File: src/rtl/cau_pkg.sv
// Shared types, constants and helper functions for the complex arithmetic unit.
package cau_pkg;

    localparam int FIELD_W     = 32;  // width of every operand and result part
    localparam int OPC_W       = 4;
    localparam int STATUS_W    = 2;
    localparam int SUM_W       = 66;  // wide signed sums of products
    localparam int PROD_W      = 64;
    localparam int DIV_LO_BITS = 32;  // low dividend bits fed one per divider stage
    localparam int SQRT_STEPS  = 32;  // result bits of the integer square root

    typedef enum logic [OPC_W-1:0] {
        OP_ADD  = 4'd0,
        OP_SUB  = 4'd1,
        OP_MUL  = 4'd2,
        OP_DIV  = 4'd3,
        OP_EQ   = 4'd4,
        OP_INC  = 4'd5,
        OP_NEG  = 4'd6,
        OP_CONJ = 4'd7,
        OP_MAG  = 4'd8
    } cau_op_t;

    typedef enum logic [STATUS_W-1:0] {
        ST_OK  = 2'd0,
        ST_SAT = 2'd1,
        ST_DZ  = 2'd2
    } cau_status_t;

    typedef struct packed {
        logic signed [FIELD_W-1:0] re;
        logic signed [FIELD_W-1:0] im;
        logic                      eq;
        logic [STATUS_W-1:0]       status;
    } cau_res_t;

    // Per-item state carried through the divider / square-root stages
    typedef struct packed {
        logic [OPC_W-1:0]         op;
        cau_res_t                 res;     // finished result for the short ops
        logic                     neg_re;
        logic                     neg_im;
        logic                     ovf_re;
        logic                     ovf_im;
        logic                     dz;
        logic [PROD_W-1:0]        d;       // divisor
        logic [PROD_W-1:0]        r_re;    // partial remainders
        logic [PROD_W-1:0]        r_im;
        logic [DIV_LO_BITS-1:0]   mlo_re;  // dividend bits still to feed
        logic [DIV_LO_BITS-1:0]   mlo_im;
        logic [PROD_W-1:0]        q_re;    // quotient bits so far
        logic [PROD_W-1:0]        q_im;
        logic [PROD_W-1:0]        sx;      // square-root remainder
        logic [PROD_W-1:0]        sr;      // square-root partial result
    } cau_iter_t;

    // Clamp a wide signed value to [-wmax-1, wmax]; bit 32 flags a clamp.
    function automatic logic [FIELD_W:0] sat_word(input logic signed [SUM_W-1:0] x,
                                                  input logic signed [SUM_W-1:0] wmax);
        logic signed [SUM_W-1:0] wmin;
        wmin = -wmax - 66'sd1;
        if (x > wmax) begin
            return {1'b1, wmax[FIELD_W-1:0]};
        end
        if (x < wmin) begin
            return {1'b1, wmin[FIELD_W-1:0]};
        end
        return {1'b0, x[FIELD_W-1:0]};
    endfunction

    // One restoring division step: shift in a dividend bit, subtract when it fits.
    function automatic logic [PROD_W:0] div_step(input logic [PROD_W-1:0] r,
                                                 input logic              b,
                                                 input logic [PROD_W-1:0] d);
        logic [PROD_W:0] t;
        logic [PROD_W:0] diff;
        t    = {r, b};
        diff = t - {1'b0, d};
        if (t >= {1'b0, d}) begin
            return {1'b1, diff[PROD_W-1:0]};
        end
        return {1'b0, t[PROD_W-1:0]};
    endfunction

endpackage

File: src/rtl/cau_back.sv
// Final stage: quotient and root rounding, saturation and result select.
module cau_back #(
    parameter logic signed [65:0] W_MAX = 66'sd2147483647
) (
    input  logic                clk,
    input  logic                rst_n,
    input  logic                adv,
    input  logic                v_in,
    input  cau_pkg::cau_iter_t  it_in,
    output logic                v_out,
    output cau_pkg::cau_res_t   res_out
);

    // Round half away from zero on the magnitude, apply sign, saturate
    function automatic logic [32:0] div_fin(input logic [63:0] q,
                                            input logic        neg,
                                            input logic        ovf);
        logic [64:0]        rq;
        logic signed [65:0] val;
        logic signed [65:0] wmin;
        wmin = -W_MAX - 66'sd1;
        rq   = ({1'b0, q} + 65'd1) >> 1;
        val  = $signed({1'b0, rq});
        if (neg)
        begin
            val = -val;
        end
        if (ovf)
        begin
            return {1'b1, neg ? wmin[31:0] : W_MAX[31:0]};
        end
        return cau_pkg::sat_word(val, W_MAX);
    endfunction

    cau_pkg::cau_res_t res_next;
    logic [32:0]       dr, di, sm;
    logic [64:0]       root;

    assign dr   = div_fin(it_in.q_re, it_in.neg_re, it_in.ovf_re);
    assign di   = div_fin(it_in.q_im, it_in.neg_im, it_in.ovf_im);
    // Round the root up when the remainder exceeds it
    assign root = {1'b0, it_in.sr} + {64'd0, (it_in.sx > it_in.sr)};
    assign sm   = cau_pkg::sat_word($signed({1'b0, root}), W_MAX);

    always_comb
    begin
        res_next = it_in.res;
        case (it_in.op)
            cau_pkg::OP_DIV:
            begin
                if (it_in.dz)
                begin
                    res_next        = '0;
                    res_next.status = cau_pkg::ST_DZ;
                end
                else
                begin
                    res_next.re     = dr[31:0];
                    res_next.im     = di[31:0];
                    res_next.eq     = 1'b0;
                    res_next.status = (dr[32] | di[32]) ? cau_pkg::ST_SAT : cau_pkg::ST_OK;
                end
            end
            cau_pkg::OP_MAG:
            begin
                res_next.re     = sm[31:0];
                res_next.im     = '0;
                res_next.eq     = 1'b0;
                res_next.status = sm[32] ? cau_pkg::ST_SAT : cau_pkg::ST_OK;
            end
            default:
            begin
            end
        endcase
    end

    always_ff @(posedge clk or negedge rst_n)
    begin
        if (!rst_n)
        begin
            v_out <= 1'b0;
        end
        else if (adv)
        begin
            v_out <= v_in;
        end
    end

    always_ff @(posedge clk)
    begin
        if (adv)
        begin
            res_out <= res_next;
        end
    end

endmodule

File: config.mk
export PLATFORM = sky130hd
export DESIGN_NAME = cau_back
export DESIGN_NICKNAME = d
export VERILOG_FILES = /design/src/rtl/cau_pkg.sv /design/src/rtl/cau_back.sv
export SDC_FILE = /design/constraint.sdc
export NUM_CORES = 1
export LEC_CHECK = 0
export ABC_AREA = 1
export BUFFER_PORTS_ARGS = -buffer_cell sky130_fd_sc_hd__buf_2
export CAP_MARGIN = 20
export CORE_AREA = 4 4 255 257
export CTS_CLUSTER_DIAMETER = 40
export DETAILED_ROUTE_END_ITERATION = 12
export DIE_AREA = 0 0 259 261
export MAX_ROUTING_LAYER = met4
export PLACE_DENSITY_LB_ADDON = 0.3
export SLEW_MARGIN = 20
export SYNTH_ARGS = -nofsm -noshare
export SYNTH_HDL_FRONTEND = slang
export SYNTH_SLANG_ARGS = --single-unit
File: constraint.sdc
create_clock -name clk -period 0.9 [get_ports clk]
set_input_delay 0.045 -clock clk [delete_from_list [all_inputs] [get_ports clk]]
set_output_delay 0.045 -clock clk [all_outputs]
set_load 0.01 [all_outputs]
# Yosys cells after proc, flatten, opt, wreduce, memory -nomap -nowiden
# Cells that the tools add are included.
op_classes:
  bitwise: 1
  n_lt_le_gt_ge: 7
  n_eq_ne: 2
  add_sub_neg: 5
  muxes: 39
op_table:
  columns: ["op", "count"]
  rows:
  - ["33-bit 2-to-1 mux", 16]
  - ["66-bit by 32-bit < comparator with 1-bit output, second input constant", 3]
  - ["67-bit case mux with 2 select lines", 1]
  - ["66-bit by 32-bit > comparator with 1-bit output, second input constant", 2]
  - ["66-bit 2-to-1 mux", 2]
  - ["64-bit negator with 66-bit output", 2]
  - ["64-bit by 1-bit adder with 65-bit output, second input constant", 2]
  - ["67-bit 2-to-1 mux", 1]
  - ["64-bit by 1-bit adder with 65-bit output", 1]
  - ["65-bit by 31-bit > comparator with 1-bit output, second input constant", 1]
  - ["64-bit > comparator", 1]
  - ["32-bit 2-to-1 mux", 2]
  - ["1-bit 2-to-1 mux", 17]
  - ["4-bit by 2-bit equality test with 1-bit output, second input constant", 1]
  - ["4-bit equality test, second input constant", 1]
  - ["1-bit OR", 1]
totals:
  ff_bits: 68
  in_bits: 592
  out_inout_bits: 68
  word_cells: 59

# Depth between registers and ports, before layout
# Gate-level depths: netlist of the first run.
logic_depth:
  word_depth: 15
  ltp_mapped: 35
  depth_no_buf: 35

# Worst setup path after synthesis of the first run
# Ideal clock, no wire load.
synth_path:
  path_type: "input -> register"
  from: "in it_in[31] (netlist bit)"
  to: "reg res_out[37] (netlist bit), data pin"
  stages: 32
  setup_time_ns: 0.254
  n_path_buf: 0
  setup_slack_ns: -3.326
  t_required_ns: 0.646
  arrival_time_ns: 3.972
  cell_sequence: "inv_1 ha_1 nand4_1 nor4_1 inv_1 nor4_1 a221o_1 a21oi_1 a31oi_1 ha_1 inv_1 nor2_1 inv_1 nor2_1 inv_1 nor2_1 inv_1 nor2_1 nand3_1 inv_1 nand4_1 nor2_1 xor2_1 nand4_1 nor3b_1 nand4_1 nor2_2 inv_2 nand2_4 clkinv_1 nor2_1 nand2_1"
synth_lines:
  columns: ["item", "line_no", "text"]
  rows:
  - ["from (decl)", "cau_back.sv:9", "input cau_pkg::cau_iter_t it_in,"]
  - ["to (signal assigned)", "cau_back.sv:93", "res_out <= res_next;"]
  - ["to (decl)", "cau_back.sv:11", "output cau_pkg::cau_res_t res_out"]

==> results of run 1 <==
critical path: cells and delay by family:
kind,cells,cell delay (ns)
AND/OR/NAND/NOR,19,2.57
buffers and inverters,7,0.61
AO/OA/AOI/OAI,3,0.56
adder cells (fa/ha/maj),2,0.47
XOR/XNOR,1,0.15
cells by family after synthesis:
group           Yosys count  synth area share (%)
mux                       1                0.0617
fa+ha+maj                70                  4.80
compound gates          158                  4.99
xor+xnor                 94                  4.51
flops                    68                  11.2
simple gates           2759                  64.1
buf+inv                 481                  10.3
power by group through the flow:
stage	Clock [W]	Combinational [W]	Sequential [W]
2_1_floorplan	0	0.00399	0.00414
3_3_place_gp	0	0.00958	0.00401
3_5_place_dp	0	0.00960	0.00401
4_1_cts	0.00395	0.0106	0.00397
5_1_grt	0.00408	0.0122	0.00400
6_report	0.00389	0.0113	0.00398
final timing paths:
| path | to | startpoint | slack, ns |
|---|---|---|---|
| max in group asynchronous | v_out | rst_n | 0.28 |
| max | res_out[39] | it_in[29] | -3.40 |
| min reg2reg | v_out | v_out | 0.61 |
| max reg2reg | v_out | v_out | 0.04 |
| min in group asynchronous | v_out | rst_n | 0.52 |
| min | res_out[51] | it_in[568] | 0.008 |
flip-flops by register name (all words and copies together) (netlist names):
register / count
v_out: 1
res_out: 67
final cells by class:
class	count	share of cell area [%]
Antenna cell	2	0.0150
Sequential cell	68	6.10
Clock buffer	9	0.674
Inverter	422	4.87
Multi-Input combinational cell	3083	50.9
Clock inverter	7	0.240
Timing Repair Buffer	1520	34.0
Tap cell	846	3.17
Timing Repair inverter	1	0.0337
layout by cell type (no fill, tap or decap), types with 53 or more instances in the layout:
master / instances
buf_4: 1024
inv_1: 373
buf_6: 61
nand3_1: 298
ha_1: 53
nand2_1: 1234
nor2_4: 94
buf_2: 348
nor2_1: 452
nand2_4: 54
nand2_2: 192
nand3_2: 54
edfxtp_1: 67
nand4_1: 99
xor2_1: 73
nor2_2: 135
metal layers:
metal	GRT usage, %	share of wire [%]
met5	-	0
met4	11.4	4.5
met3	2.33	5.3
met2	52.1	48
met1	38.2	42
repair_timing:
item                                   4_1_cts  5_1_grt
endpoints found under the hold margin       39        0
hold buffers                                40        0
setup buffers                               55       36
gates cloned                                 6        4
setup endpoints to repair                  134      135
resized for setup                          383      355
pin swaps                                  115      165
metrics by stage:
| stage | area [um2] | utilization [%] | setup WS [ns] | cells | setup TNS, ns |
|---|---|---|---|---|---|
| global placement | 29400 | 46.8 | -3.90 | 5810 | -216.09 |
| detailed placement | 29400 | 46.8 | -3.97 | 5810 | -219.13 |
| CTS | 32000 | 51.0 | -3.28 | 5926 | -177.37 |
| global route | 33400 | 53.2 | -3.75 | 5958 | -203.35 |
| floorplan | 18900 | - | -3.00 | 3631 | -153.39 |
| finish | 33400 | 53.2 | -3.40 | 5958 | -183.81 |
==> flow_summary.yaml, run 1 <==
outcome:
  status: "finished, violations left"
  violations: "setup timing"
cells_and_area:
  fill_cells: 6482
  nets: 5767
  drive_gt1_share_pct: 42.2
  area_growth_pct: 82.9
  multi_input_area_um2: 17000
  regArea_um2: 2040
logic_synthesis:
  synthArstFlopShare_pct: 1.47
  synth_top_area_share_pct: 29.8
  ys_warn_count: 0
  netlist_instances: 3631
  synth_seq_cells: 68
  synth_ff_type: "edfxtp_1"
  ys_top_cells_by_count: "nand2_1 (1451), nor2_1 (622), inv_1 (410)"
  ys_top_cells_by_area: "nand2_1 (30%), nor2_1 (13%), edfxtp_1 (11%)"
  synth.most_common_cell: "nand2_1"
  synth.distinct_cells: 49
  syn_nets: 4293
  synth_edf_count: 67
  syn-cell-area_um2: 18300
  syn_avg_cell_area_um2: 5.03
  synth_top_cell_by_area: "nand2_1"
  yosysSeqAreaShare_pct: 11.2
critical_path:
  cp_common_cell: "nor2_4"
  worstPathArrival_ns: 4.41
  cp_slowest_cell: "ha_4"
  crit_fanout: 7
  rr_worst_depth: 2
  critPathLaunchType: "input port"
  max_stage_delay_ns: 0.26
  end_kind: "flop"
  cp_data_required_time_ns: 1.01
  path_class: "input port to flop"
global_routing:
  grt_pass1_wl_mm: 155
  antenna_found_initial: 2
  grt_max_degree: 33
  first_global_vias: 27603
  grt_remaining_overflow: 0
  grt_usage_pct: 30.6
timing:
  period_share_pct: 478
  finalHoldViolations: 0
  max_slew_margin_pct: 57.3
  slew_viol_final: 0
  finalClockSkew_ns: 0
  rsz0062_at_grt: "true"
  finalCriticalPeriod_ns: 4.30
  setup_viol: 134
  worst_slew_pin_slew_ns: 0.636
  timing.final.ws_setup_ns: -3.40
  clock.fmax_mhz: 232
  hold_slack_ns: 0.00788
clock_tree:
  cts_buffers: 9
  insertion_delay_ns: 0.36
  clockRootBuffer: "clkbuf_16"
  cts_max_path_buffers: 2
  cts.clk_slew.worst_paths_ns: 0.07
  cts_tree: "built"
  clock-sinks: 68
  htreeDepth: 3
die:
  placeableCoreArea_um2: 62700
  fp.dieH_um: 261
  die-area_um2: 67600
  die_w_um: 259
  io_pins: 660
  initial_core_util_pct: 29.1
  rows: 92
pwr:
  comb_power_share_pct: 59.0
  fin_total_pwr_w: 0.0192
  p_sw_share_pct: 41.7
  power.density_nw_per_um2: 574
  seqPwrFrac_pct: 20.8
  p_clk_share_pct: 20.3
  p_switching_w: 0.00801
  p_leak_nw: 16.6
  peakVddDrop_mv: 1.19
  internal_power_w: 0.0112
routing:
  antenna_left: 0
  drt-wirelength-per-cell_um: 17.9
  drt_iter0_drc: 2044
  vias_per_cell: 4.86
  vias: 28980
  wirelength_mm: 106
  drt_first_pass_iters: 5
  drc_errors: 0
worst_hold_path:
  holdPathStages: 3
  hp-class: "input port to flop"
placed_design:
  finalWeightedCongestion: 1.06
  port_buffers: 403
  dp_hpwl_mm: 91.9
run:
  drv_cap: 0
No activity file was read; power rests on OpenSTA's default activity.
==> inputs of run 2 (changes only) <==
CORE_AREA = 2 2 260 262   (was 4 4 255 257)
DIE_AREA = 0 0 262 264   (was 0 0 259 261)
clock period = 4.55 ns   (was 0.9 ns; I/O delays follow)
==> run 2 against run 1 <==
The run still ends with setup timing left. Clock skew stayed put. Register-to-register slack better by 3.8 ns. Critical path depth is 3 higher. Final cell count is 13% lower. Sequential power is 80% lower. Non-clock buffer count is 817 lower. Utilization is 17 points lower. Sequential cell count stayed put. First-iteration DRC count is 23% higher. Global-route usage is 2.1 points lower. Combinational power is 86% lower. Critical endpoint is now res_out[44]. Largest cell class unchanged. Highest routed layer unchanged.
==> flow_summary.yaml, run 2 (synthesized netlist as in run 1, its figures left out) <==
outcome:
  status: "finished, violations left"
  violations: "setup timing"
critical_path:
  rr_worst_depth: 1
  cp_data_required_time_ns: 4.66
  r2r_slack_ns: 3.80
  reg2reg_from: "v_out"
  max_stage_delay_ns: 0.35
  r2r-end: "v_out"
  cp_slowest_cell: "nor4_4"
  crit_fanout: 5
  end_kind: "flop"
  path_class: "input port to flop"
  cp_common_cell: "nor2_4"
  critPathLaunchType: "input port"
  worstPathArrival_ns: 4.91
cells_and_area:
  final_common_cell: "nand2_1"
  fill_cells: 7682
  final_cell_mix: "nand2_1 (1443), nor2_1 (596), inv_1 (401), buf_2 (391), nand3_1 (371)"
  area_growth_pct: 32.9
  fin_cells: 5173
  largest_reg_flops: 67
  top_register: "res_out"
  nets: 4948
  top_regs: "res_out: 67 flops, v_out: 1 flops"
  fin_area_um2: 24300
  drive_gt1_share_pct: 21.0
routing:
  drt-wirelength-per-cell_um: 19.2
  vias: 25849
  wirelength_mm: 99.6
  drt_first_pass_iters: 7
  drc_errors: 0
  antenna_left: 0
  drt_iter0_drc: 2510
  vias_per_cell: 5.00
die:
  rows: 95
  die-area_um2: 69200
  io_pins: 660
  initial_core_util_pct: 27.4
  die_w_um: 262
  placeableCoreArea_um2: 66600
  fp.dieH_um: 264
worst_hold_path:
  holdPathStages: 2
  hold_end: "v_out"
  hp-class: "input port to flop"
  hold_path.startpoint: "v_in"
timing:
  rsz0062_at_grt: "true"
  slew_viol_final: 0
  clock.fmax_mhz: 208
  timing.final.ws_setup_ns: -0.253
  finalCriticalPeriod_ns: 4.80
  worst_slew_pin_slew_ns: 0.991
  setup_tns_ns: -6.06
  finalHoldViolations: 0
  hold_slack_ns: 0.126
  setup_viol: 32
  finalClockSkew_ns: 0
  max_slew_margin_pct: 33.9
  period_share_pct: 106
placed_design:
  port_buffers: 403
  dp.cells: 5113
  postPlaceCellArea_um2: 23100
  dp_hpwl_mm: 86.9
  finalWeightedCongestion: 1.01
clock_tree:
  cts.clk_slew.worst_paths_ns: 0.06
  htreeDepth: 3
  clockRootBuffer: "clkbuf_16"
  cts_tree: "built"
  cts_buffers: 9
  cts_max_path_buffers: 2
  insertion_delay_ns: 0.35
  clock-sinks: 68
global_routing:
  grt_remaining_overflow: 0
  antenna_found_initial: 11
  grt_usage_pct: 28.5
  grt_pass1_wl_mm: 145
  first_global_vias: 24051
  grt_max_degree: 71
pwr:
  p_leak_nw: 12.0
  peakVddDrop_mv: 0.187
  power.density_nw_per_um2: 132
run:
  drv_cap: 0
-- run 2: cell type report --
cell class	instances	area, um2	area share (%)
diodes	9	22.5	0.0928
clock buffers	9	225	0.928
clock inverters	7	98.8	0.407
inverters	422	1600	6.61
multi-input cells	3082	14700	60.7
flip-flops and latches	68	2040	8.40
well taps	873	1090	4.50
repair buffers	703	4460	18.4
-- run 2: how the worst max path moves through the flow --
stage,startpoint,end,slack [ns],cells past startpoint
final,it_in[92],res_out[44],-0.25,35
after global routing,it_in[31],res_out[63],-0.52,36
after CTS,it_in[47],res_out[44],-0.08,40
after detailed placement,it_in[30],res_out[40],-0.91,36
after global placement,it_in[29],res_out[59],-0.72,36
after floorplan,it_in[31],res_out[37],0.14,32
-- run 2: power breakdown --
part / total [W] / internal [W] / switching [W]
registers: 0.000784 / 0.000759 / 0.0000246
clock network: 0.000821 / 0.000484 / 0.000338
logic: 0.00160 / 0.000585 / 0.00102
total: 0.00321 / 0.00183 / 0.00138
-- run 2: routing by layer --
layer  track usage [%]  up-vias  routed length, um
met5                 -        -                  0
met3              2.73      173               5980
li1                  -    12883                  -
met2              47.5      967              47300
met4              9.22        0               3830
met1              36.1    11826              42400
-- run 2: what timing repair did --
item	CTS	global route
endpoints found under the hold margin	1	0
hold buffers	1	0
cloned	0	0
gates resized for setup	62	64
setup buffers	28	7
endpoints found under the setup margin	32	32
pin swaps	22	30
-- run 2: worst max-delay path, delay by kind of cell --
| family | cells | cell delay [ns] |
|---|---|---|
| adder cells (fa/ha/maj) | 2 | 0.40 |
| buffers and inverters | 9 | 0.99 |
| AO/OA/AOI/OAI | 3 | 0.46 |
| AND/OR/NAND/NOR | 20 | 2.69 |
| XOR/XNOR | 1 | 0.13 |
-- run 2: through the flow --
stage | total power (W) | setup slack, ns | util (%)
2_1_floorplan | 0.00157 | 0.141 | -
3_3_place_gp | 0.00232 | -0.715 | 34.8
3_5_place_dp | 0.00231 | -0.914 | 34.8
4_1_cts | 0.00317 | -0.0810 | 35.9
5_1_grt | 0.00339 | -0.516 | 36.4
6_report | 0.00321 | -0.253 | 36.4
