**src/rtl/cau_pkg.sv**
```systemverilog
// Shared types, constants and helper functions for the complex arithmetic unit.
package cau_pkg;

    localparam int FIELD_W     = 32;  // width of every operand and result part
    localparam int OPC_W       = 4;
    localparam int STATUS_W    = 2;
    localparam int SUM_W       = 66;  // wide signed sums of products
    localparam int PROD_W      = 64;
    localparam int DIV_LO_BITS = 32;  // low dividend bits fed one per divider stage
    localparam int SQRT_STEPS  = 32;  // result bits of the integer square root

    typedef enum logic [OPC_W-1:0] {
        OP_ADD  = 4'd0,
        OP_SUB  = 4'd1,
        OP_MUL  = 4'd2,
        OP_DIV  = 4'd3,
        OP_EQ   = 4'd4,
        OP_INC  = 4'd5,
        OP_NEG  = 4'd6,
        OP_CONJ = 4'd7,
        OP_MAG  = 4'd8
    } cau_op_t;

    typedef enum logic [STATUS_W-1:0] {
        ST_OK  = 2'd0,
        ST_SAT = 2'd1,
        ST_DZ  = 2'd2
    } cau_status_t;

    typedef struct packed {
        logic signed [FIELD_W-1:0] re;
        logic signed [FIELD_W-1:0] im;
        logic                      eq;
        logic [STATUS_W-1:0]       status;
    } cau_res_t;

    // Per-item state carried through the divider / square-root stages
    typedef struct packed {
        logic [OPC_W-1:0]         op;
        cau_res_t                 res;     // finished result for the short ops
        logic                     neg_re;
        logic                     neg_im;
        logic                     ovf_re;
        logic                     ovf_im;
        logic                     dz;
        logic [PROD_W-1:0]        d;       // divisor
        logic [PROD_W-1:0]        r_re;    // partial remainders
        logic [PROD_W-1:0]        r_im;
        logic [DIV_LO_BITS-1:0]   mlo_re;  // dividend bits still to feed
        logic [DIV_LO_BITS-1:0]   mlo_im;
        logic [PROD_W-1:0]        q_re;    // quotient bits so far
        logic [PROD_W-1:0]        q_im;
        logic [PROD_W-1:0]        sx;      // square-root remainder
        logic [PROD_W-1:0]        sr;      // square-root partial result
    } cau_iter_t;

    // Clamp a wide signed value to [-wmax-1, wmax]; bit 32 flags a clamp.
    function automatic logic [FIELD_W:0] sat_word(input logic signed [SUM_W-1:0] x,
                                                  input logic signed [SUM_W-1:0] wmax);
        logic signed [SUM_W-1:0] wmin;
        wmin = -wmax - 66'sd1;
        if (x > wmax) begin
            return {1'b1, wmax[FIELD_W-1:0]};
        end
        if (x < wmin) begin
            return {1'b1, wmin[FIELD_W-1:0]};
        end
        return {1'b0, x[FIELD_W-1:0]};
    endfunction

    // One restoring division step: shift in a dividend bit, subtract when it fits.
    function automatic logic [PROD_W:0] div_step(input logic [PROD_W-1:0] r,
                                                 input logic              b,
                                                 input logic [PROD_W-1:0] d);
        logic [PROD_W:0] t;
        logic [PROD_W:0] diff;
        t    = {r, b};
        diff = t - {1'b0, d};
        if (t >= {1'b0, d}) begin
            return {1'b1, diff[PROD_W-1:0]};
        end
        return {1'b0, t[PROD_W-1:0]};
    endfunction

endpackage

```
**src/rtl/cau_step.sv**
```systemverilog
// One stage of the divider pipeline (both lanes) and, early on, one root step.
module cau_step #(
    parameter int STEP = 0
) (
    input  logic                clk,
    input  logic                rst_n,
    input  logic                adv,
    input  logic                v_in,
    input  cau_pkg::cau_iter_t  it_in,
    output logic                v_out,
    output cau_pkg::cau_iter_t  it_out
);

    localparam bit          SQ_ON  = (STEP < cau_pkg::SQRT_STEPS);
    localparam logic [63:0] SQ_BIT = SQ_ON ? (64'd1 << (62 - 2 * STEP)) : 64'd0;

    cau_pkg::cau_iter_t it_next;
    logic [64:0]        dre, dim;
    logic [63:0]        trial;

    assign dre   = cau_pkg::div_step(it_in.r_re, it_in.mlo_re[31], it_in.d);
    assign dim   = cau_pkg::div_step(it_in.r_im, it_in.mlo_im[31], it_in.d);
    assign trial = it_in.sr + SQ_BIT;

    always_comb
    begin
        it_next        = it_in;
        it_next.r_re   = dre[63:0];
        it_next.r_im   = dim[63:0];
        it_next.q_re   = {it_in.q_re[62:0], dre[64]};
        it_next.q_im   = {it_in.q_im[62:0], dim[64]};
        it_next.mlo_re = {it_in.mlo_re[30:0], 1'b0};
        it_next.mlo_im = {it_in.mlo_im[30:0], 1'b0};
        if (SQ_ON)
        begin
            if (it_in.sx >= trial)
            begin
                it_next.sx = it_in.sx - trial;
                it_next.sr = (it_in.sr >> 1) + SQ_BIT;
            end
            else
            begin
                it_next.sr = it_in.sr >> 1;
            end
        end
    end

    always_ff @(posedge clk or negedge rst_n)
    begin
        if (!rst_n)
        begin
            v_out <= 1'b0;
        end
        else if (adv)
        begin
            v_out <= v_in;
        end
    end

    always_ff @(posedge clk)
    begin
        if (adv)
        begin
            it_out <= it_next;
        end
    end

endmodule

```
**config.mk**
```make
export PLATFORM = sky130hd
export DESIGN_NAME = cau_step
export DESIGN_NICKNAME = d
export VERILOG_FILES = /design/src/rtl/cau_pkg.sv /design/src/rtl/cau_step.sv
export SDC_FILE = /design/constraint.sdc
export NUM_CORES = 1
export LEC_CHECK = 0
export BUFFER_PORTS_ARGS = -buffer_cell sky130_fd_sc_hd__buf_2
export CORE_AREA = 2 2 459 461
export DETAILED_ROUTE_END_ITERATION = 10
export DIE_AREA = 0 0 461 463
export SLEW_MARGIN = 20
export SYNTH_ARGS = -nofsm -noshare
export SYNTH_HDL_FRONTEND = slang
export SYNTH_SLANG_ARGS = --single-unit
```
**constraint.sdc**
```tcl
create_clock -name clk -period 1.26 [get_ports clk]
set_input_delay 0.252 -clock clk [delete_from_list [all_inputs] [get_ports clk]]
set_output_delay 0.252 -clock clk [all_outputs]
set_load 0.02 [all_outputs]
```
### Yosys cells after proc, flatten, opt, wreduce, memory -nomap -nowiden

Cells that the tools add are included.

* bits of input ports: 592
* bits in registers: 587
* logic and storage cells: 39
* output and inout port bits: 589

* muxes and demuxes: 8
* order comparisons: 3
* $add $sub $neg: 5

Operator list (number)
* $mux W64: 3
* $sub A64 B64 Y64: 3
* $ge A65 B64 Y1: 2
* $mux W65: 2
* $add A63 B63 Y64 const B: 1
* $add A64 B63 Y64 const B: 1
* $ge A64 B64 Y1: 1
* $mux W63: 1
* $mux W1: 2

### Longest topological paths before layout

Gate-level depths: netlist of the first run.

* depth in word-level cells: 3
* mapped depth: 16
* depth with buffers taken out: 13

### Least setup slack after synthesis of the first run

No wires, ideal clock.

* kind: input port to flip-flop
* start: input it_in[319] in the netlist's numbering
* end: register it_out[446] in the netlist's numbering (data pin)
* buffers on the path: 0
* setup slack: -1888 ps
* data required time: 1002 ps
* library setup time: 258 ps
* cell stages on the path: 13
* data arrival time: 2890 ps
* cell sequence: inv_1 -> ha_1 -> fa_1 -> nand2b_1 -> a21oi_1 -> a21oi_1 -> o31ai_1 -> a41o_1 -> a41o_1 -> a2111oi_0 -> o31ai_1 -> xnor2_1 -> o21ai_1

* longest elaborated chain between the ends: 3
* elaborated cells on any way between the ends: 5
* classes of those cells: add/sub: 1; order compare: 1; mux: 3

RTL lines
* start: declaration: RTL line cau_step.sv:9 `input cau_pkg::cau_iter_t it_in,`
* $sub A64 B64 Y64 or $ge A65 B64 Y1 (tied branches): RTL line cau_pkg.sv:78, cau_pkg.sv:79
* $mux W65 or $mux W1 (tied branches): RTL line cau_pkg.sv:79 `if (t >= {1'b0, d}) begin`
* $mux W64 *: RTL line cau_pkg.sv:82 `return {1'b0, t[PROD_W-1:0]};`
* named net dre[62]: RTL line cau_step.sv:18 `logic [64:0] dre, dim;`
* end signal: assignment: RTL line cau_step.sv:64 `it_out <= it_next;`
* end: declaration: RTL line cau_step.sv:11 `output cau_pkg::cau_iter_t it_out`

Mark *: on every way through the listed nets, which the timed path passes. The rest lies on a longest branch. The select of a mux whose other input is x is not followed.
A chain may end at the register's enable or synchronous reset.

### Final worst setup path of the first run

* start: input it_in[462] in the netlist's numbering
* end: register it_out[376] in the netlist's numbering (data pin)

* longest elaborated chain between the ends: 3
* elaborated cells on any way between the ends: 5
* classes of those cells: add/sub: 1; order compare: 1; mux: 3

RTL lines (RTL line)
* $sub A64 B64 Y64 or $ge A65 B64 Y1 (tied branches): cau_pkg.sv:78, cau_pkg.sv:79
* $mux W65 or $mux W1 (tied branches): cau_pkg.sv:79
* $mux W64 *: cau_pkg.sv:82
* named net dim[56]: cau_step.sv:18

Marked as above.

==> out/qor.yml, run 1 <==
fillCellCount: 21500
routedWlPerCell_um: 26.9
cts_buffers: 79
mappedNetlistArea_um2: 31700
wl_met3_um: 20600
first_pass_iters: 6
core_um2: 209000
synthArstFlopShare: 0.00170
layout_setup_ws_ns: -1.32
drt_iter0_drc: 2810
route.met2.wl_um: 112000
syn2layout_area_growth_pct: 102
ys.flop_type: "edfxtp_1"
synth_cells: 2857
drc_errors: 0
via_per_inst: 4.26
yosysSeqAreaShare: 0.555
grt_pass1_vias: 37100
overflow: 0
synth_area_leader_cell: "edfxtp_1"
period_needed_ns: 2.58
crit_buf_inv: 5
cts_tree: "built"
die_height_um: 463
worstPathRequired_ns: 1.71
status: "finished with violations"
irDropWorstVdd_mv: 1.04
grt_first_pass_wirelength_um: 305000
vias: 36700
slew_headroom: 0.563
multi_input_area_um2: 17300
fin_crit_sh: 2.05
clock_latency_ns: 0.72
cts-root-buf: "clkbuf_16"
max_stage_delay_ns: 0.42
yosys.area.top_type_share: 0.554
gp_congestion: 1.00
initial_utilization: 0.152
dpl-instance-area_um2: 49300
regArea_um2: 17600
drv_cap: 0
hold_viol_final: 2
crit_path_end_kind: "flip-flop"
m1WireLength_um: 87100
synthDistinctLibCells: 96
worstMarginPinSlew_ns: 0.650
cp.arrival_ns: 3.03
setup_viol: 783
violations: "hold timing, setup timing"
grt_max_degree: 42
antenna_found_initial: 151
hpwl_um: 187000
synth_seq_cells: 587
wl_um: 232000
cts.path.max_buffers: 3
h-tree-depth: 3
worst-path-max-fanout: 4
leakagePower_nw: 27.8
cpLargestDelayFamily: "compound AO/OA/AOI/OAI gates"
ios: 1181
clk_pin_slew_ns: 0.06
crit_slowest_cell: "or4_4"
crit_type: "in -> reg"
yosysWarnings: 0
ant_nets: 0
synth_edf_count: 586
grt.total_usage: 0.207
num_rows: 168
holdWs_ns: -0.275
clock_sinks: 587
die_w_um: 461
fin_nets: 6517
r2r_slack_ns: 0.52
crit_chain: "buf_8, inv_4, buf_6, ha_4, buf_4, nand2_1, nor2_1, buf_4, nand4_1, a211oi_4, o21ai_4, o221ai_2, a221o_1, a221oi_4, or4_4, a32o_1"
syn_area_per_cell_um2: 11.1
highest_layer: "met5"
maxSlewViolCount: 0
p_per_area_nw_per_um2: 1200
crit_top_cell: "buf_4"
fmax_mhz: 388
finClkSkew_ns: 0
final_layout_size_suffix_gt1_frac: 0.547
dieArea_um2: 213000
portBuffers: 1176
hp-class: "in -> reg"
cp-start-kind: "primary input"
rsz0062_at_grt: "yes"
synthTopCellsByArea: "edfxtp_1 55%, ha_1 7.6%, nand2_1 4.0%"
postLayoutCellArea_um2: 64000
## path summary, 6_finish.rpt
path | startpoint | depth (start not counted) | end
worst min register to register | v_out$_DFFE_PN0P_ | 1 | v_out$_DFFE_PN0P_
worst max register to register | v_out$_DFFE_PN0P_ | 1 | v_out$_DFFE_PN0P_
max in group asynchronous | rst_n | 3 | v_out$_DFFE_PN0P_
worst min-delay path | it_in[448] | 1 | it_out[448]$_DFFE_PP_
min in group asynchronous | rst_n | 3 | v_out$_DFFE_PN0P_
worst max-delay path | it_in[462] | 16 | it_out[376]$_DFFE_PP_
## area by class of cell
| type | count | area share |
|---|---|---|
| antenna | 29 | 0.00113 |
| inverter | 184 | 0.0129 |
| multi-input combinational | 1969 | 0.270 |
| clock buffer | 85 | 0.0314 |
| timing repair buffer | 2909 | 0.344 |
| sequential | 587 | 0.275 |
| tap | 2805 | 0.0548 |
| clock inverter | 56 | 0.0104 |
## placed cells by master (no fill, tap or decap), drive strengths merged, types with 34 or more instances in the layout
cell	Yosys	final
buf	39	2319
edfxtp	586	586
dlygate4sd3	0	578
nand2	340	340
o21ai	274	274
a21oi	230	230
inv	184	192
ha	192	192
nor2	124	124
a21o	117	117
xnor2	102	102
clkbuf	79	97
xor2	68	68
nand4	67	67
nand3	50	50
o21bai	48	48
nor3	34	34
## where the power goes
| part | internal [W] | leakage, nW | switching (W) |
|---|---|---|---|
| combinational | 0.0124 | 20.8 | 0.0156 |
| clock | 0.0136 | 1.29 | 0.0103 |
| sequential | 0.0241 | 5.74 | 0.00103 |
## cells by family after synthesis
kind of cell | after synthesis | synth area share
DFF | 587 | 0.555
buffers and inverters | 302 | 0.0391
AOI/OAI and AO/OA | 863 | 0.172
xor gates and xnor gates | 170 | 0.0469
and+or+nand+nor | 734 | 0.108
other | 1 | 0.000118
muxes | 5 | 0.00170
adders and majority gates | 195 | 0.0776
## routing by layer
layer / global-route usage / vias up
li1: - / 16500
met3: 0.0649 / 552
met4: 0.0857 / 26
met1: 0.231 / 17800
met5: 0 / -
met2: 0.360 / 1845
## synthesized netlist by cell type (all sizes together), types with 21 or more instances
library cell	count
nand4	67
a211oi	21
a21oi	230
and2	21
xor2	68
a21o	117
o21ai	274
nand2	340
and3	22
buf	39
a31oi	24
o21bai	48
clkbuf	79
edfxtp	586
o31ai	21
nand3	50
xnor2	102
inv	184
ha	192
nor3	34
nor2	124
## flip-flops by register name, summed over array words and instances (netlist names)
register and flops:
it_out 586, v_out 1
## per-stage QoR
step / power (W) / TNS [ns] / utilization / cells / setup WS (ns)
floorplan: 0.0347 / -279.54 / - / 2858 / -1.65
global placement: 0.0468 / -410.71 / 0.237 / 7740 / -2.49
detailed placement: 0.0468 / -412.89 / 0.237 / 7740 / -2.50
CTS: 0.0757 / -433.32 / 0.296 / 8551 / -1.23
global route: 0.0799 / -444.65 / 0.307 / 8612 / -1.35
finish: 0.0770 / -399.29 / 0.307 / 8624 / -1.32
## what timing repair did
action,CTS,global route
setup endpoints to repair,783,783
pin swaps,195,168
gates cloned,22,15
setup buffers,83,52
resized for setup,635,429
hold endpoints to repair,576,5
hold buffers,575,3
No activity file was read; power rests on OpenSTA's default activity.
==> inputs of run 2 (changes only) <==
--- a/config.mk
+++ b/config.mk
@@ -6,9 +6,9 @@
 export NUM_CORES = 1
 export LEC_CHECK = 0
 export BUFFER_PORTS_ARGS = -buffer_cell sky130_fd_sc_hd__buf_2
-export CORE_AREA = 2 2 459 461
+export CORE_AREA = 2 2 458 460
 export DETAILED_ROUTE_END_ITERATION = 10
-export DIE_AREA = 0 0 461 463
+export DIE_AREA = 0 0 460 462
 export SLEW_MARGIN = 20
 export SYNTH_ARGS = -nofsm -noshare
 export SYNTH_HDL_FRONTEND = slang
==> out/qor.yml, run 2 (synthesized netlist as in run 1, its figures left out) <==
overflow: 0  # unchanged
worstPathRequired_ns: 1.73  # was 1.71 ns
grt_pass1_vias: 35500  # was 37,100
postLayoutCellArea_um2: 62200  # was 64,000 um^2
fin_crit_sh: 2.08  # was 2.05
finClkSkew_ns: 0  # unchanged
fmax_mhz: 382  # was 388 MHz
crit_chain: "buf_8, inv_8, ha_4, fa_2, nand2b_4, a21oi_4, o21ai_2, a211oi_2, buf_4, o21ai_4, o221ai_2, a221o_1, a221oi_4, or4_4, a32o_2"  # was buf_8, inv_4, buf_6, ha_4, buf_4, nand2_1, nor2_1, buf_4, nand4_1, a211oi_4, o21ai_4, o221ai_2, a221o_1, a221oi_4, or4_4, a32o_1
final_layout_size_suffix_gt1_frac: 0.524  # was 0.547
portBuffers: 1176  # unchanged
max_stage_delay_ns: 0.43  # was 0.42 ns
p_per_area_nw_per_um2: 1210  # was 1200 nW/um^2
num_rows: 168  # unchanged
slew_headroom: 0.539  # was 0.563
cts.path.max_buffers: 3  # unchanged
ant_nets: 0  # unchanged
cts_buffers: 78  # was 79
hp-class: "in -> reg"  # unchanged
dpl-instance-area_um2: 49100  # was 49,300 um^2
hpwl_um: 190000  # was 187,000 um
maxSlewViolCount: 0  # unchanged
clock_sinks: 587  # unchanged
largest_reg_flops: 586  # unchanged
syn2layout_area_growth_pct: 96.1  # was 102%
grt.total_usage: 0.206  # was 0.207
setup_viol: 783  # unchanged
irDropWorstVdd_mv: 0.973  # was 1.04 mV
worst-path-max-fanout: 3  # was 4
reg.largest.list: "it_out x586, v_out x1"  # unchanged
h-tree-depth: 3  # unchanged
drv_cap: 0  # unchanged
initial_utilization: 0.153  # was 0.152
die_height_um: 462  # was 463 um
final_common_cell: "buf_2"  # unchanged
fillCellCount: 21400  # was 21,500
holdWs_ns: -0.267  # was -0.275 ns
grt_max_degree: 38  # was 42
cts_tree: "built"  # unchanged
crit_type: "in -> reg"  # unchanged
worstMarginPinSlew_ns: 0.686  # was 0.650 ns
cpLargestDelayFamily: "compound AO/OA/AOI/OAI gates"  # unchanged
multi_input_area_um2: 16300  # was 17,300 um^2
crit_buf_inv: 3  # was 5
drt_iter0_drc: 2766  # was 2,810
ios: 1181  # unchanged
clock_latency_ns: 0.72  # about the same
gp_congestion: 1.01  # was 1.00
clk_pin_slew_ns: 0.06  # about the same
dieArea_um2: 213000  # about the same
via_per_inst: 4.27  # was 4.26
crit_path_end_kind: "flip-flop"  # unchanged
first_pass_iters: 5  # was 6
die_w_um: 460  # was 461 um
cp.arrival_ns: 3.09  # was 3.03 ns
antenna_found_initial: 156  # was 151
final_cell_mix: "1,124 x buf_2, 1,001 x buf_4, 586 x edfxtp_1, 564 x dlygate4sd3_1, 262 x nand2_1"  # was 1,144 x buf_2, 1,017 x buf_4, 586 x edfxtp_1, 578 x dlygate4sd3_1, 187 x nand2_1
layout_setup_ws_ns: -1.36  # was -1.32 ns
drc_errors: 0  # unchanged
wl_um: 233000  # was 232,000 um
cts-root-buf: "clkbuf_16"  # unchanged
period_needed_ns: 2.62  # was 2.58 ns
regMostFlops: "it_out"  # unchanged
status: "finished with violations"  # unchanged
cp-start-kind: "primary input"  # unchanged
routedWlPerCell_um: 27.5  # was 26.9 um
leakagePower_nw: 26.9  # was 27.8 nW
vias: 36100  # was 36,700
regArea_um2: 17600  # unchanged
crit_slowest_cell: "or4_4"  # unchanged
violations: "hold timing, setup timing"  # unchanged
grt_first_pass_wirelength_um: 298000  # was 305,000 um
fin_nets: 6451  # was 6,517
core_um2: 208000  # was 209,000 um^2
rsz0062_at_grt: "yes"  # unchanged
hold_viol_final: 2  # unchanged
## run 2: repair_timing
item                                   4_1_cts  5_1_grt
cloned                                       7       13
endpoints found under the hold margin      600        6
setup buffers                               23       78
setup endpoints to repair                  783      783
resized for setup                          225      611
hold buffers                               560        4
pin swaps                                   47      229
## run 2: cell type report
cell class	count	share of cell area
timing repair buffer	2844	0.342
sequential	587	0.283
multi-input combinational	1969	0.263
tap	2720	0.0547
clock buffer	89	0.0320
inverter	184	0.0139
clock inverter	53	0.0109
antenna	19	0.000764
## run 2: routing by layer
metal  track usage  part of all wire  wire length [um]  up-vias
li1              -                 -                 -    16300
met5       0.00679            0.0015               352        -
met2         0.366              0.49            114000     1838
met1         0.225              0.37             85400    17400
met4        0.0674             0.044             10300       26
met3        0.0743             0.097             22600      517
## run 2: report_power, final
group | internal (W) | switching, W
sequential | 0.0241 | 0.00116
clock | 0.0137 | 0.0104
combinational | 0.0115 | 0.0147
## run 2: path summary, 6_finish.rpt
kind | startpoint | endpoint | depth (start not counted) | slack [ns]
setup / recovery | it_in[287] | it_out[376]$_DFFE_PP_ | 15 | -1.36
hold / removal | it_in[448] | it_out[448]$_DFFE_PP_ | 1 | -0.27
setup reg to reg | v_out$_DFFE_PN0P_ | v_out$_DFFE_PN0P_ | 1 | 0.51
hold reg to reg | v_out$_DFFE_PN0P_ | v_out$_DFFE_PN0P_ | 1 | 0.52
max in group asynchronous | rst_n | v_out$_DFFE_PN0P_ | 3 | 0.81
min in group asynchronous | rst_n | v_out$_DFFE_PN0P_ | 3 | 0.35
## run 2: metrics by stage
stage / total power (W) / worst slack, ns / cells / utilization / setup TNS, ns
2_1_floorplan: 0.0347 / -1.65 / 2858 / - / -279.54
3_3_place_gp: 0.0469 / -2.57 / 7637 / 0.236 / -434.56
3_5_place_dp: 0.0468 / -2.57 / 7637 / 0.236 / -437.94
4_1_cts: 0.0738 / -1.33 / 8367 / 0.282 / -428.88
5_1_grt: 0.0784 / -1.41 / 8457 / 0.299 / -435.03
6_report: 0.0756 / -1.36 / 8465 / 0.299 / -391.99
